<file path="src/hdl/assert_macros.svh">
// Assertion helpers shared by the RTL.
// Define NO_ASSERTIONS to compile every check away.
`ifndef ASSERT_MACROS_SVH
`define ASSERT_MACROS_SVH

`ifndef NO_ASSERTIONS

// Clocked check that is switched off while reset is asserted (active low).
`define KS_ASSERT(lbl, clk, rstn, prop, msg) \
    lbl: assert property (@(posedge clk) disable iff (!(rstn)) (prop)) else $error(msg);

// Clocked check that also holds during reset.
`define KS_ASSERT_ALWAYS(lbl, clk, prop, msg) \
    lbl: assert property (@(posedge clk) (prop)) else $error(msg);

`else

`define KS_ASSERT(lbl, clk, rstn, prop, msg)
`define KS_ASSERT_ALWAYS(lbl, clk, prop, msg)

`endif

`endif

</file>
<file path="src/hdl/ksnap_pkg.sv">
package ksnap_pkg;

    typedef logic signed [63:0] key_t;

    // Operation codes carried on s_tuser.
    localparam logic [2:0] FN_CLEAR   = 3'd0;
    localparam logic [2:0] FN_APPEND  = 3'd1;
    localparam logic [2:0] FN_BEFORE  = 3'd2;
    localparam logic [2:0] FN_AFTER   = 3'd3;
    localparam logic [2:0] FN_NEAREST = 3'd4;
    localparam logic [2:0] FN_RANGE   = 3'd5;

    // Result status codes.
    localparam logic [1:0] ST_OK    = 2'd0;
    localparam logic [1:0] ST_FULL  = 2'd1;
    localparam logic [1:0] ST_ORDER = 2'd2;

    localparam key_t KEY_MAX = 64'sh7FFF_FFFF_FFFF_FFFF;

    typedef struct packed {
        logic start;
        logic strict;
        key_t key;
    } search_req_t;

    typedef struct packed {
        logic done;
        logic lo_zero;
        logic lo_end;
        key_t below;
        key_t at;
    } search_resp_t;

    function automatic key_t min_key(input key_t a, input key_t b);
        return (a < b) ? a : b;
    endfunction

endpackage

</file>
<file path="src/hdl/ksnap_search.sv">
module ksnap_search import ksnap_pkg::*; #(
    parameter int AW = 12,
    parameter int CW = 13
) (
    input  logic          aclk,
    input  logic          aresetn,
    input  search_req_t   req,
    input  logic [CW-1:0] count,
    output logic          rd_en,
    output logic [AW-1:0] rd_addr,
    input  key_t          rd_data,
    output search_resp_t  resp
);

    // Binary search for the first entry >= key (> key when strict), probing in
    // E_PROBE and E_CMP, then the entries just below and at the found index are read.
    localparam logic [2:0] E_IDLE  = 3'd0;
    localparam logic [2:0] E_PROBE = 3'd1;
    localparam logic [2:0] E_CMP   = 3'd2;
    localparam logic [2:0] E_BEL   = 3'd3;
    localparam logic [2:0] E_AT    = 3'd4;

    logic [2:0]    state_reg, state_next;
    logic [CW-1:0] lo_reg, lo_next, hi_reg, hi_next, mid_reg, mid_next;
    logic [CW-1:0] cnt_reg, cnt_next, mid_c, lo_m1;
    key_t          key_reg, key_next, below_reg, below_next;
    logic          strict_reg, strict_next;

    assign mid_c = lo_reg + ((hi_reg - lo_reg) >> 1);
    assign lo_m1 = lo_reg - 1'b1;

    always_comb begin
        state_next  = state_reg;
        lo_next     = lo_reg;
        hi_next     = hi_reg;
        mid_next    = mid_reg;
        cnt_next    = cnt_reg;
        key_next    = key_reg;
        strict_next = strict_reg;
        below_next  = below_reg;
        rd_en       = 1'b0;
        rd_addr     = mid_c[AW-1:0];
        case (state_reg)
            E_IDLE: begin
                if (req.start) begin
                    lo_next     = '0;
                    hi_next     = count;
                    cnt_next    = count;
                    key_next    = req.key;
                    strict_next = req.strict;
                    state_next  = E_PROBE;
                end
            end
            E_PROBE: begin
                rd_en = 1'b1;
                if (lo_reg < hi_reg) begin
                    mid_next   = mid_c;
                    state_next = E_CMP;
                end else begin
                    rd_addr    = lo_m1[AW-1:0];
                    state_next = E_BEL;
                end
            end
            E_CMP: begin
                if (rd_data < key_reg || (strict_reg && rd_data == key_reg)) begin
                    lo_next = mid_reg + 1'b1;
                end else begin
                    hi_next = mid_reg;
                end
                state_next = E_PROBE;
            end
            E_BEL: begin
                below_next = rd_data;
                rd_en      = 1'b1;
                rd_addr    = lo_reg[AW-1:0];
                state_next = E_AT;
            end
            E_AT: begin
                state_next = E_IDLE;
            end
            default: begin
                state_next = E_IDLE;
            end
        endcase
    end

    always_ff @(posedge aclk) begin
        if (!aresetn) begin
            state_reg <= E_IDLE;
        end else begin
            state_reg <= state_next;
        end
    end

    always_ff @(posedge aclk) begin
        lo_reg     <= lo_next;
        hi_reg     <= hi_next;
        mid_reg    <= mid_next;
        cnt_reg    <= cnt_next;
        key_reg    <= key_next;
        strict_reg <= strict_next;
        below_reg  <= below_next;
    end

    assign resp.done    = (state_reg == E_AT);
    assign resp.lo_zero = (lo_reg == '0);
    assign resp.lo_end  = (lo_reg >= cnt_reg);
    assign resp.below   = below_reg;
    assign resp.at      = rd_data;

endmodule

</file>
<file path="config.mk">
export PLATFORM = sky130hd
export DESIGN_NAME = ksnap_search
export DESIGN_NICKNAME = d
export VERILOG_FILES = /design/src/hdl/assert_macros.svh /design/src/hdl/ksnap_pkg.sv /design/src/hdl/ksnap_search.sv
export SDC_FILE = /design/constraint.sdc
export NUM_CORES = 1
export LEC_CHECK = 0
export BUFFER_PORTS_ARGS = -buffer_cell sky130_fd_sc_hd__clkbuf_2
export CORE_UTILIZATION = 53
export DETAILED_ROUTE_END_ITERATION = 12
export GPL_TIMING_DRIVEN = 0
export HOLD_SLACK_MARGIN = 0.15
export PLACE_DENSITY = 0.81
export SLEW_MARGIN = 10
export SYNTH_ARGS = -nofsm -noshare
export SYNTH_HDL_FRONTEND = slang
export SYNTH_SLANG_ARGS = --single-unit
</file>
<file path="constraint.sdc">
create_clock -name aclk -period 5.6 [get_ports aclk]
set_input_delay 1.12 -clock aclk [delete_from_list [all_inputs] [get_ports aclk]]
set_output_delay 1.12 -clock aclk [all_outputs]
set_load 0.03 [all_outputs]
</file>
==> run_results.csv, run 1 <==
group,metric,value,unit
setup_path,rr_endpoint,"mid_reg[12]$_DFFE_PP_",
global_route,grt_pass1_wl,39100,um
setup_path,path_buf_inv,3,
global_route,grt_pass1_vias,7510,
finish,drive_gt1_frac,0.377,
setup_path,cp_slowest_cell,"edfxtp_1",
route,totalWireLength,25700,um
timing,period_share,0.974,
global_route,grt.total_usage,0.264,
placement,place_congestion,0.886,
finish,fin_area,0.0128,mm^2
finish,multi_input_area,0.00388,mm^2
clock_tree,cts_max_level,4,
timing,fin_skew,0.0108,ns
route,drt-initial-drc-count,500,
global_route,antenna_found_initial,1,
global_route,grt_max_degree,42,
setup_path,crit_fanout,6,
setup_path,reg2reg_depth,18,
setup_path,cp-start-kind,"flop",
run,drv_cap,0,
route,vias,7707,
die,dieArea,0.0199,mm^2
setup_path,reg2reg_from,"hi_reg[0]$_DFFE_PP_",
power_and_ir_drop,leakagePower,5.82,nW
route,drc_errors,0,
clock_tree,path_clk_slew,0.07,ns
finish,fillers,1394,
die,design.core.area,0.0188,mm^2
finish,fin_nets,1426,
finish,final-seq-area,0.00550,mm^2
worst_hold_path,whs_path_depth,1,
placement,placed_cell_area,0.0121,mm^2
finish,mostFrequentLayoutCells,"287 x clkbuf_2, 181 x edfxtp_1, 104 x inv_1, 104 x ha_1, 78 x buf_4",
clock_tree,cts_made_buffers,17,
die,die-height,141,um
timing,setup_viol,0,
power_and_ir_drop,ir_drop,218,uV
synthesis,ys_seq_elements,184,
setup_path,slowest_delay,0.48,ns
clock_tree,cts_buffer_depth,2,
worst_hold_path,min_to,"state_reg[0]$_SDFFE_PN0P_",
die,rows,50,
timing,fin_tns_setup,0,ns
placement,port_buffers,288,
route,wl_per_cell,17.7,um
synthesis,syn_inst,853,
finish,area_delta_synth_final,25.0,%
route,drt_first_pass_iters,5,
clock_tree,clock_latency,0.44,ns
setup_path,endpoint_kind,"primary output",
clock_tree,root_buffer,"clkbuf_16",
timing,finalMaxSlewViolations,0,
setup_path,crit_family,"compound AO/OA/AOI/OAI gates",
synthesis,async_flop_share,0,
synthesis,syn_nets,1105,
synthesis,synth_edf_count,181,
die,dieWidth,141,um
route,vias_per_cell,5.32,
clock_tree,cts_tree,"done",
synthesis,ys.flop_type,"edfxtp_1",
placement,place_hpwl,20400,um
synthesis,ys_seq_area_frac,0.537,
global_route,overflow,0,
setup_path,worstPathCellList,"inv_1 > ha_1 > a21o_1 > a21oi_2 > nor2b_1 > nor4_2 > buf_4 > o31ai_1 > nor2_1 > xnor2_1 > ha_1 > nor2_1 > o21ba_2 > a31oi_1 > xor2_1 > mux2_2 > clkbuf_2",
clock_tree,cts_sinks,184,
finish,layout_commonest_cell,"clkbuf_2",
synthesis,yosysWarnings,0,
timing,hold_ws,0.498,ns
setup_path,r2r_slack,1.68,ns
timing,tightest_slew,0.953,ns
die,pin_count,289,
setup_path,crit_type,"reg2out",
power_and_ir_drop,power.density,356,mW/mm^2
timing,hold_viol,0,
setup_path,cp.arrival,4.33,ns
timing,layout_min_cycle_time,5.45,ns
worst_hold_path,hp-start,"state_reg[2]$_SDFFE_PN0P_",
synthesis,syn_area_per_cell,12.0,um^2
timing,fmax,183,MHz
route,antenna_left,0,
finish,fin_util,0.680,
worst_hold_path,min_path_type,"reg2reg",
outcome,status,"complete, no violations",
synthesis,synth_cell_types,70,
timing,max_slew_margin,0.362,
setup_path,critPathRequiredTime,4.48,ns
die,start_util,0.544,
synthesis,synth_area,0.0102,mm^2
[where the power goes]
part | total (mW) | internal [mW] | switching, mW
clock | 1.15 | 0.585 | 0.562
combinational | 1.69 | 0.655 | 1.03
sequential | 1.72 | 1.66 | 0.0578
[cell families after synthesis]
| group | Yosys count | synth area share |
|---|---|---|
| buffers and inverters | 182 | 0.0920 |
| xor gates and xnor gates | 33 | 0.0282 |
| and+or+nand+nor | 196 | 0.102 |
| adders and majority gates | 107 | 0.132 |
| DFF | 184 | 0.537 |
| muxes | 22 | 0.0232 |
| AOI/OAI and AO/OA | 129 | 0.0863 |
[worst max-delay path by stage]
| stage | cells past startpoint | endpoint | from |
|---|---|---|---|
| after detailed placement | 17 | rd_addr[10] | lo_reg[1]$_SDFFCE_PN0P_ |
| after global routing | 19 | rd_addr[10] | hi_reg[0]$_DFFE_PP_ |
| after CTS | 18 | rd_addr[10] | lo_reg[1]$_SDFFCE_PN0P_ |
| after global placement | 6 | rd_addr[0] | state_reg[1]$_SDFFE_PN0P_ |
| after floorplan | 5 | rd_addr[0] | state_reg[1]$_SDFFE_PN0P_ |
| final | 17 | rd_addr[11] | lo_reg[2]$_SDFFCE_PN0P_ |
[through the flow]
step	total power, mW	worst slack (ns)	cells
after floorplan	2.88	0.249	853
after global placement	3.27	-1.49	1401
after detailed placement	3.32	0.434	1404
after CTS	4.47	0.0101	1437
after global routing	4.78	-0.0576	1448
final	4.56	0.147	1448
[cell type report]
| cell class | count | share of cell area |
|---|---|---|
| diodes | 1 | 0.000195 |
| multi-input cells | 487 | 0.303 |
| well taps | 260 | 0.0254 |
| flip-flops and latches | 184 | 0.429 |
| inverters | 107 | 0.0314 |
| clock buffers | 17 | 0.0332 |
| plain buffers | 75 | 0.0422 |
| repair buffers | 302 | 0.124 |
| clock inverters | 15 | 0.0109 |
[metal layers]
| layer | up-vias | wire, um | track usage |
|---|---|---|---|
| li1 | 3699 | - | - |
| met1 | 3602 | 10500 | 0.333 |
| met2 | 348 | 12600 | 0.448 |
| met3 | 58 | 1860 | 0.0554 |
| met4 | 0 | 765 | 0.101 |
| met5 | - | 0 | 0 |
[Yosys cell counts (2+ instances only)]
| library cell | count | area [um^2] |
|---|---|---|
| clkbuf_1 | 8 | 30.0 |
| mux2_2 | 13 | 146 |
| a2111oi_0 | 2 | 17.5 |
| o31a_1 | 2 | 17.5 |
| o21ai_0 | 11 | 55.1 |
| o2111ai_1 | 2 | 17.5 |
| a22oi_1 | 2 | 15.0 |
| edfxtp_1 | 181 | 5440 |
| xnor2_1 | 21 | 184 |
| a211oi_1 | 7 | 52.6 |
| and4bb_1 | 2 | 25.0 |
| nor2_1 | 48 | 180 |
| nand2_1 | 40 | 150 |
| o21a_1 | 5 | 37.5 |
| o31ai_1 | 3 | 22.5 |
| buf_4 | 66 | 495 |
| and3_1 | 11 | 68.8 |
| or2_2 | 5 | 31.3 |
| a31oi_1 | 6 | 37.5 |
| a21oi_1 | 46 | 230 |
| nor2b_1 | 6 | 37.5 |
| o211ai_1 | 6 | 45.0 |
| nor3_1 | 17 | 85.1 |
| o311ai_1 | 3 | 26.3 |
| a221oi_1 | 2 | 17.5 |
| a21o_1 | 9 | 67.6 |
| inv_1 | 105 | 394 |
| ha_1 | 105 | 1310 |
| o21bai_1 | 3 | 22.5 |
| fa_1 | 2 | 40.0 |
| nor4_2 | 2 | 25.0 |
| nand3_1 | 18 | 90.1 |
| and2_1 | 6 | 37.5 |
| or3_1 | 2 | 12.5 |
| and4_1 | 2 | 17.5 |
| xor2_1 | 12 | 105 |
| o2bb2ai_1 | 2 | 17.5 |
| a21oi_2 | 2 | 17.5 |
| o21ai_1 | 3 | 15.0 |
| nand4_1 | 19 | 119 |
| dfxtp_1 | 3 | 60.1 |
| mux2i_1 | 8 | 80.1 |
| nor4_1 | 8 | 50.1 |
[timing repair]
| action | in CTS | in global routing |
|---|---|---|
| setup endpoints to repair | 2 | 2 |
| cloned | 0 | 0 |
| gates resized for setup | 2 | 13 |
| setup buffers | 1 | 10 |
| pin swaps | 0 | 7 |
| hold buffers | 0 | 0 |
Power figures use the tool's default switching activity.
==> inputs of run 2 (changes only) <==
Settings changed: CAP_MARGIN from default to 20, CORE_UTILIZATION 53 to 48, PLACE_DENSITY 0.81 to 0.77.
Clock period 5.6 ns to 4.75 ns, I/O delays scaled along.
==> run 2 against run 1 <==
  * Largest cell class unchanged
  * Clock skew rose by 0.0013 ns
  * Count of clock-buffer cells in the layout is 1 higher
  * Critical path type unchanged
  * The run now ends with setup timing left
  * Flip-flop and latch count did not move
==> run_results.csv, run 2 (synthesized netlist as in run 1, its figures left out) <==
group,metric,value,unit
setup_path,worstPathCellList,"inv_1 > ha_2 > inv_2 > fa_2 > a21o_1 > a21oi_2 > nor2b_2 > nor2_1 > nor2_1 > nor2_1 > xnor2_1 > ha_1 > buf_4 > a21oi_4 > a31oi_4 > or4_1 > nand4_1 > o2bb2ai_2 > nor3_2 > clkbuf_8",
setup_path,reg2reg_depth,20,
die,design.core.area,0.0210,mm^2
timing,hold_ws,0.496,ns
outcome,violations,"setup timing",
finish,fin_area,0.0132,mm^2
placement,dp.cells,1420,
timing,period_share,1.07,
setup_path,critPathRequiredTime,3.80,ns
worst_hold_path,min_path_type,"reg2reg",
die,die-height,148,um
setup_path,crit_fanout,3,
clock_tree,clock_latency,0.43,ns
timing,fin_skew,0.0121,ns
setup_path,slowest_delay,0.42,ns
timing,setup_viol,5,
timing,rsz0062_at_grt,"yes",
finish,layout.cells.non_filler,1482,
finish,area_delta_synth_final,28.6,%
timing,hold_viol,0,
route,antenna_left,0,
global_route,grt_pass1_vias,7308,
die,dieArea,0.0219,mm^2
setup_path,path_buf_inv,4,
power_and_ir_drop,power.density,435,mW/mm^2
outcome,status,"finished, violations left",
global_route,antenna_found_initial,0,
setup_path,endpoint_kind,"primary output",
power_and_ir_drop,finalPower,5.73,mW
finish,fin_nets,1446,
timing,fmax,196,MHz
placement,place_hpwl,20300,um
route,drc_errors,0,
setup_path,crit_top_cell,"nor2_1",
die,dieWidth,148,um
clock_tree,cts_made_buffers,17,
route,vias_per_cell,5.28,
route,vias,7829,
die,pin_count,289,
setup_path,cp.arrival,4.15,ns
route,drt-initial-drc-count,616,
timing,setup_slack,-0.353,ns
setup_path,crit_family,"simple AND/OR/NAND/NOR gates",
finish,mostFrequentLayoutCells,"281 x clkbuf_2, 181 x edfxtp_1, 104 x inv_1",
die,rows,53,
route,totalWireLength,25900,um
worst_hold_path,whs_path_depth,1,
power_and_ir_drop,ir_drop,256,uV
placement,placed_cell_area,0.0121,mm^2
global_route,grt_pass1_wl,38600,um
clock_tree,path_clk_slew,0.07,ns
global_route,grt_max_degree,56,
run,drv_cap,0,
timing,finalMaxSlewViolations,0,
power_and_ir_drop,leakagePower,6.00,nW
timing,tightest_slew,0.916,ns
clock_tree,cts_sinks,184,
finish,diodes,0,
clock_tree,cts_hold_repair.buffers,0,
timing,max_slew_margin,0.387,
setup_path,crit_type,"reg2out",
route,wl_per_cell,17.4,um
timing,layout_min_cycle_time,5.10,ns
setup_path,cp-start-kind,"flop",
clock_tree,cts_max_level,4,
placement,port_buffers,288,
finish,layout_commonest_cell,"clkbuf_2",
clock_tree,cts_buffer_depth,2,
setup_path,worstSetupPathDepth,20,
placement,place_congestion,0.868,
route,drt_first_pass_iters,7,
clock_tree,root_buffer,"clkbuf_16",
setup_path,cp_slowest_cell,"or4_1",
global_route,overflow,0,
global_route,grt.total_usage,0.234,
die,start_util,0.489,
finish,drive_gt1_frac,0.402,
timing,fin_tns_setup,-1.07,ns
clock_tree,cts_tree,"done",
-- run 2: cell count changes in the layout (fill, tap and decap cells not counted), sizes merged --
| cell | change |
|---|---|
| diode | -1 |
| buf | +22 |
| bufinv | +1 |
| clkinvlp | -4 |
| clkbuf | -1 |
| inv | +2 |
-- run 2: routing by layer --
layer / share of wire / global-route usage / vias up
met4: 0.027 / 0.0814 / 0
met2: 0.50 / 0.403 / 341
met3: 0.064 / 0.0387 / 53
met1: 0.41 / 0.299 / 3681
li1: - / - / 3754
met5: 0 / 0 / -
-- run 2: final cells by class --
class | count | area (um^2)
Fill cell | 1617 | 7780
Sequential cell | 184 | 5500
Multi-Input combinational cell | 487 | 4010
Timing Repair Buffer | 322 | 1790
Buffer | 75 | 541
Clock buffer | 18 | 429
Inverter | 107 | 402
Tap cell | 275 | 344
Clock inverter | 14 | 159
-- run 2: timing repair --
item | CTS | global route
gates resized for setup | 30 | 22
endpoints found under the setup margin | 6 | 7
pin swaps | 21 | 14
buffers inserted | 16 | 14
-- run 2: final timing paths --
kind	start	end	slack, ns
min reg2reg	state_reg[2]$_SDFFE_PN0P_	state_reg[0]$_SDFFE_PN0P_	0.50
max reg2reg	hi_reg[0]$_DFFE_PP_	mid_reg[12]$_DFFE_PP_	0.80
max	hi_reg[0]$_DFFE_PP_	rd_addr[10]	-0.35
min	state_reg[2]$_SDFFE_PN0P_	state_reg[0]$_SDFFE_PN0P_	0.50
-- run 2: report_power, final --
| group | leakage, nW | switching (mW) | internal (mW) | total (mW) |
|---|---|---|---|---|
| Clock | 0.293 | 0.663 | 0.751 | 1.41 |
| Combinational | 3.99 | 1.31 | 0.986 | 2.29 |
| Sequential | 1.72 | 0.0617 | 1.96 | 2.02 |
-- run 2: metrics by stage --
stage | setup WS (ns) | util
2_1_floorplan | 0.233 | -
3_3_place_gp | -0.643 | 0.574
3_5_place_dp | -0.139 | 0.579
4_1_cts | -0.267 | 0.619
5_1_grt | -0.511 | 0.629
6_report | -0.353 | 0.629
==> inputs of run 3 (changes only) <==
--- a/config.mk
+++ b/config.mk
@@ -14,2 +14,3 @@
 export PLACE_DENSITY = 0.77
+export SKIP_CTS_REPAIR_TIMING = 1
 export SLEW_MARGIN = 10
==> constraint.sdc (replaced) <==
create_clock -name aclk -period 4.75 [get_ports aclk]
set_input_delay 0.2375 -clock aclk [delete_from_list [all_inputs] [get_ports aclk]]
set_output_delay 0.2375 -clock aclk [all_outputs]
set_load 0.03 [all_outputs]
==> run 3 against run 2 <==
  * Wire length up 15%
  * First-iteration DRC count down 31%
  * The run now ends clean
  * Cell area up 7.9%
  * Hold slack worse by 0.20 ns
  * Largest cell class unchanged
  * Count of clock-buffer cells in the layout down 1
  * Critical path depth down 1
  * Global-route usage up 0.26 points
  * Clock power about the same
  * Power down 4.2%
==> run_results.csv, run 3 (synthesized netlist as in run 1, its figures left out) <==
group,metric,value,unit
setup_path,worstSetupPathDepth,19,
timing,setup_viol,0,
setup_path,endpoint,"rd_addr[10]",
timing,fin_skew,0.0157,ns
route,drt-initial-drc-count,428,
power_and_ir_drop,power.density,386,mW/mm^2
clock_tree,root_buffer,"clkbuf_16",
setup_path,slowest_delay,0.43,ns
timing,hold_ws,0.297,ns
timing,tightest_slew,0.932,ns
setup_path,cp_slowest_cell,"or4_1",
setup_path,reg2reg_from,"hi_reg[0]$_DFFE_PP_",
setup_path,endpoint_kind,"primary output",
clock_tree,cts_max_level,4,
clock_tree,cts_made_buffers,17,
timing,period_share,0.949,
die,start_util,0.489,
setup_path,crit_type,"reg2out",
route,antenna_left,0,
timing,fmax,222,MHz
route,drt_first_pass_iters,5,
placement,port_buffers,288,
setup_path,cp.arrival,4.27,ns
run,drv_cap,0,
power_and_ir_drop,leakagePower,6.42,nW
clock_tree,clock_latency,0.43,ns
global_route,overflow,0,
placement,place_congestion,0.864,
finish,layout_commonest_cell,"clkbuf_2",
finish,drive_gt1_frac,0.330,
clock_tree,path_clk_slew,0.07,ns
setup_path,crit_start,"hi_reg[0]$_DFFE_PP_",
global_route,grt_max_degree,46,
clock_tree,cts_sinks,184,
placement,place_hpwl,20300,um
clock_tree,cts_buffer_depth,2,
power_and_ir_drop,ir_drop,247,uV
global_route,grt_pass1_wl,39300,um
route,vias_per_cell,5.31,
finish,fin_nets,1563,
setup_path,cp-start-kind,"flop",
setup_path,critPathRequiredTime,4.51,ns
route,drc_errors,0,
finish,area_delta_synth_final,38.8,%
die,pin_count,289,
finish,fillers,1504,
die,die-height,148,um
die,rows,53,
worst_hold_path,min_path_type,"in2reg",
timing,hold_viol,0,
timing,fin_tns_setup,0,ns
clock_tree,cts_tree,"done",
setup_path,path_buf_inv,3,
setup_path,crit_family,"simple AND/OR/NAND/NOR gates",
die,design.core.area,0.0210,mm^2
route,vias,8498,
global_route,antenna_found_initial,0,
global_route,grt_pass1_vias,7443,
timing,layout_min_cycle_time,4.51,ns
setup_path,reg2reg_depth,18,
route,totalWireLength,29700,um
timing,finalMaxSlewViolations,0,
finish,mostFrequentLayoutCells,"287 x clkbuf_2, 181 x edfxtp_1, 143 x dlygate4sd3_1",
setup_path,rr_endpoint,"mid_reg[12]$_DFFE_PP_",
setup_path,r2r_slack,0.82,ns
route,wl_per_cell,18.6,um
die,dieWidth,148,um
die,dieArea,0.0219,mm^2
global_route,grt.total_usage,0.237,
setup_path,worstPathCellList,"inv_1 > ha_1 > inv_2 > fa_1 > a21o_1 > a21oi_2 > nor2b_1 > nor4_2 > nor2_1 > a21oi_1 > xnor2_1 > ha_1 > a21oi_1 > a31oi_2 > or4_1 > nand4_1 > o2bb2ai_1 > nor3_2 > buf_4",
timing,max_slew_margin,0.376,
setup_path,crit_fanout,4,
outcome,status,"complete, no violations",
## run 3: worst min-delay path by stage
stage | slack (ns) | depth (start not counted) | from | end
final | 0.30 | 5 | req[65] | state_reg[0]$_SDFFE_PN0P_
after detailed placement | 0.42 | 1 | req[6] | key_reg[6]$_DFFE_PP_
after global routing | 0.36 | 5 | req[65] | state_reg[0]$_SDFFE_PN0P_
after CTS | -0.04 | 1 | req[12] | key_reg[12]$_DFFE_PP_
after global placement | 0.42 | 1 | req[41] | key_reg[41]$_DFFE_PP_
after floorplan | 0.34 | 0 | rd_data[0] | below_reg[0]$_DFFE_PP_
## run 3: worst min-delay path, delay by kind of cell
kind	cells	cell delay [ns]
and+or+nand+nor	3	0.31
buffers and inverters	1	0.09
AOI/OAI and AO/OA	1	0.05
## run 3: power by group
part	total, mW	internal [mW]	leakage [nW]	switching [mW]
logic	2.02	0.810	4.41	1.21
clock network	1.44	0.750	0.288	0.686
registers	2.03	1.96	1.72	0.0700
## run 3: through the flow
| stage | util | worst slack (ns) | instance area, um^2 | total power, mW | instances |
|---|---|---|---|---|---|
| final | 0.678 | 0.243 | 14200 | 5.49 | 1599 |
| after floorplan | - | 0.281 | 10200 | 3.40 | 853 |
| after global routing | 0.678 | -0.0289 | 14200 | 5.76 | 1598 |
| after CTS | 0.607 | -0.0398 | 12700 | 5.33 | 1451 |
| after global placement | 0.574 | -1.51 | 12000 | 3.86 | 1416 |
| after detailed placement | 0.578 | 0.502 | 12100 | 3.91 | 1420 |
## run 3: layout make-up
class	count	area, um^2	area share
buffer	75	541	0.0380
timing repair buffer	439	2980	0.210
clock buffer	17	425	0.0299
tap	275	344	0.0242
clock inverter	14	164	0.0115
multi-input combinational	487	3860	0.272
inverter	107	402	0.0283
sequential	184	5500	0.387
antenna	1	2.50	0.000176
## run 3: metal layers
metal,track usage,part of all wire,up-vias
met2,0.392,0.51,382
met3,0.0420,0.058,61
met1,0.309,0.40,4074
li1,-,-,3981
met4,0.0954,0.028,0
met5,0,0,-
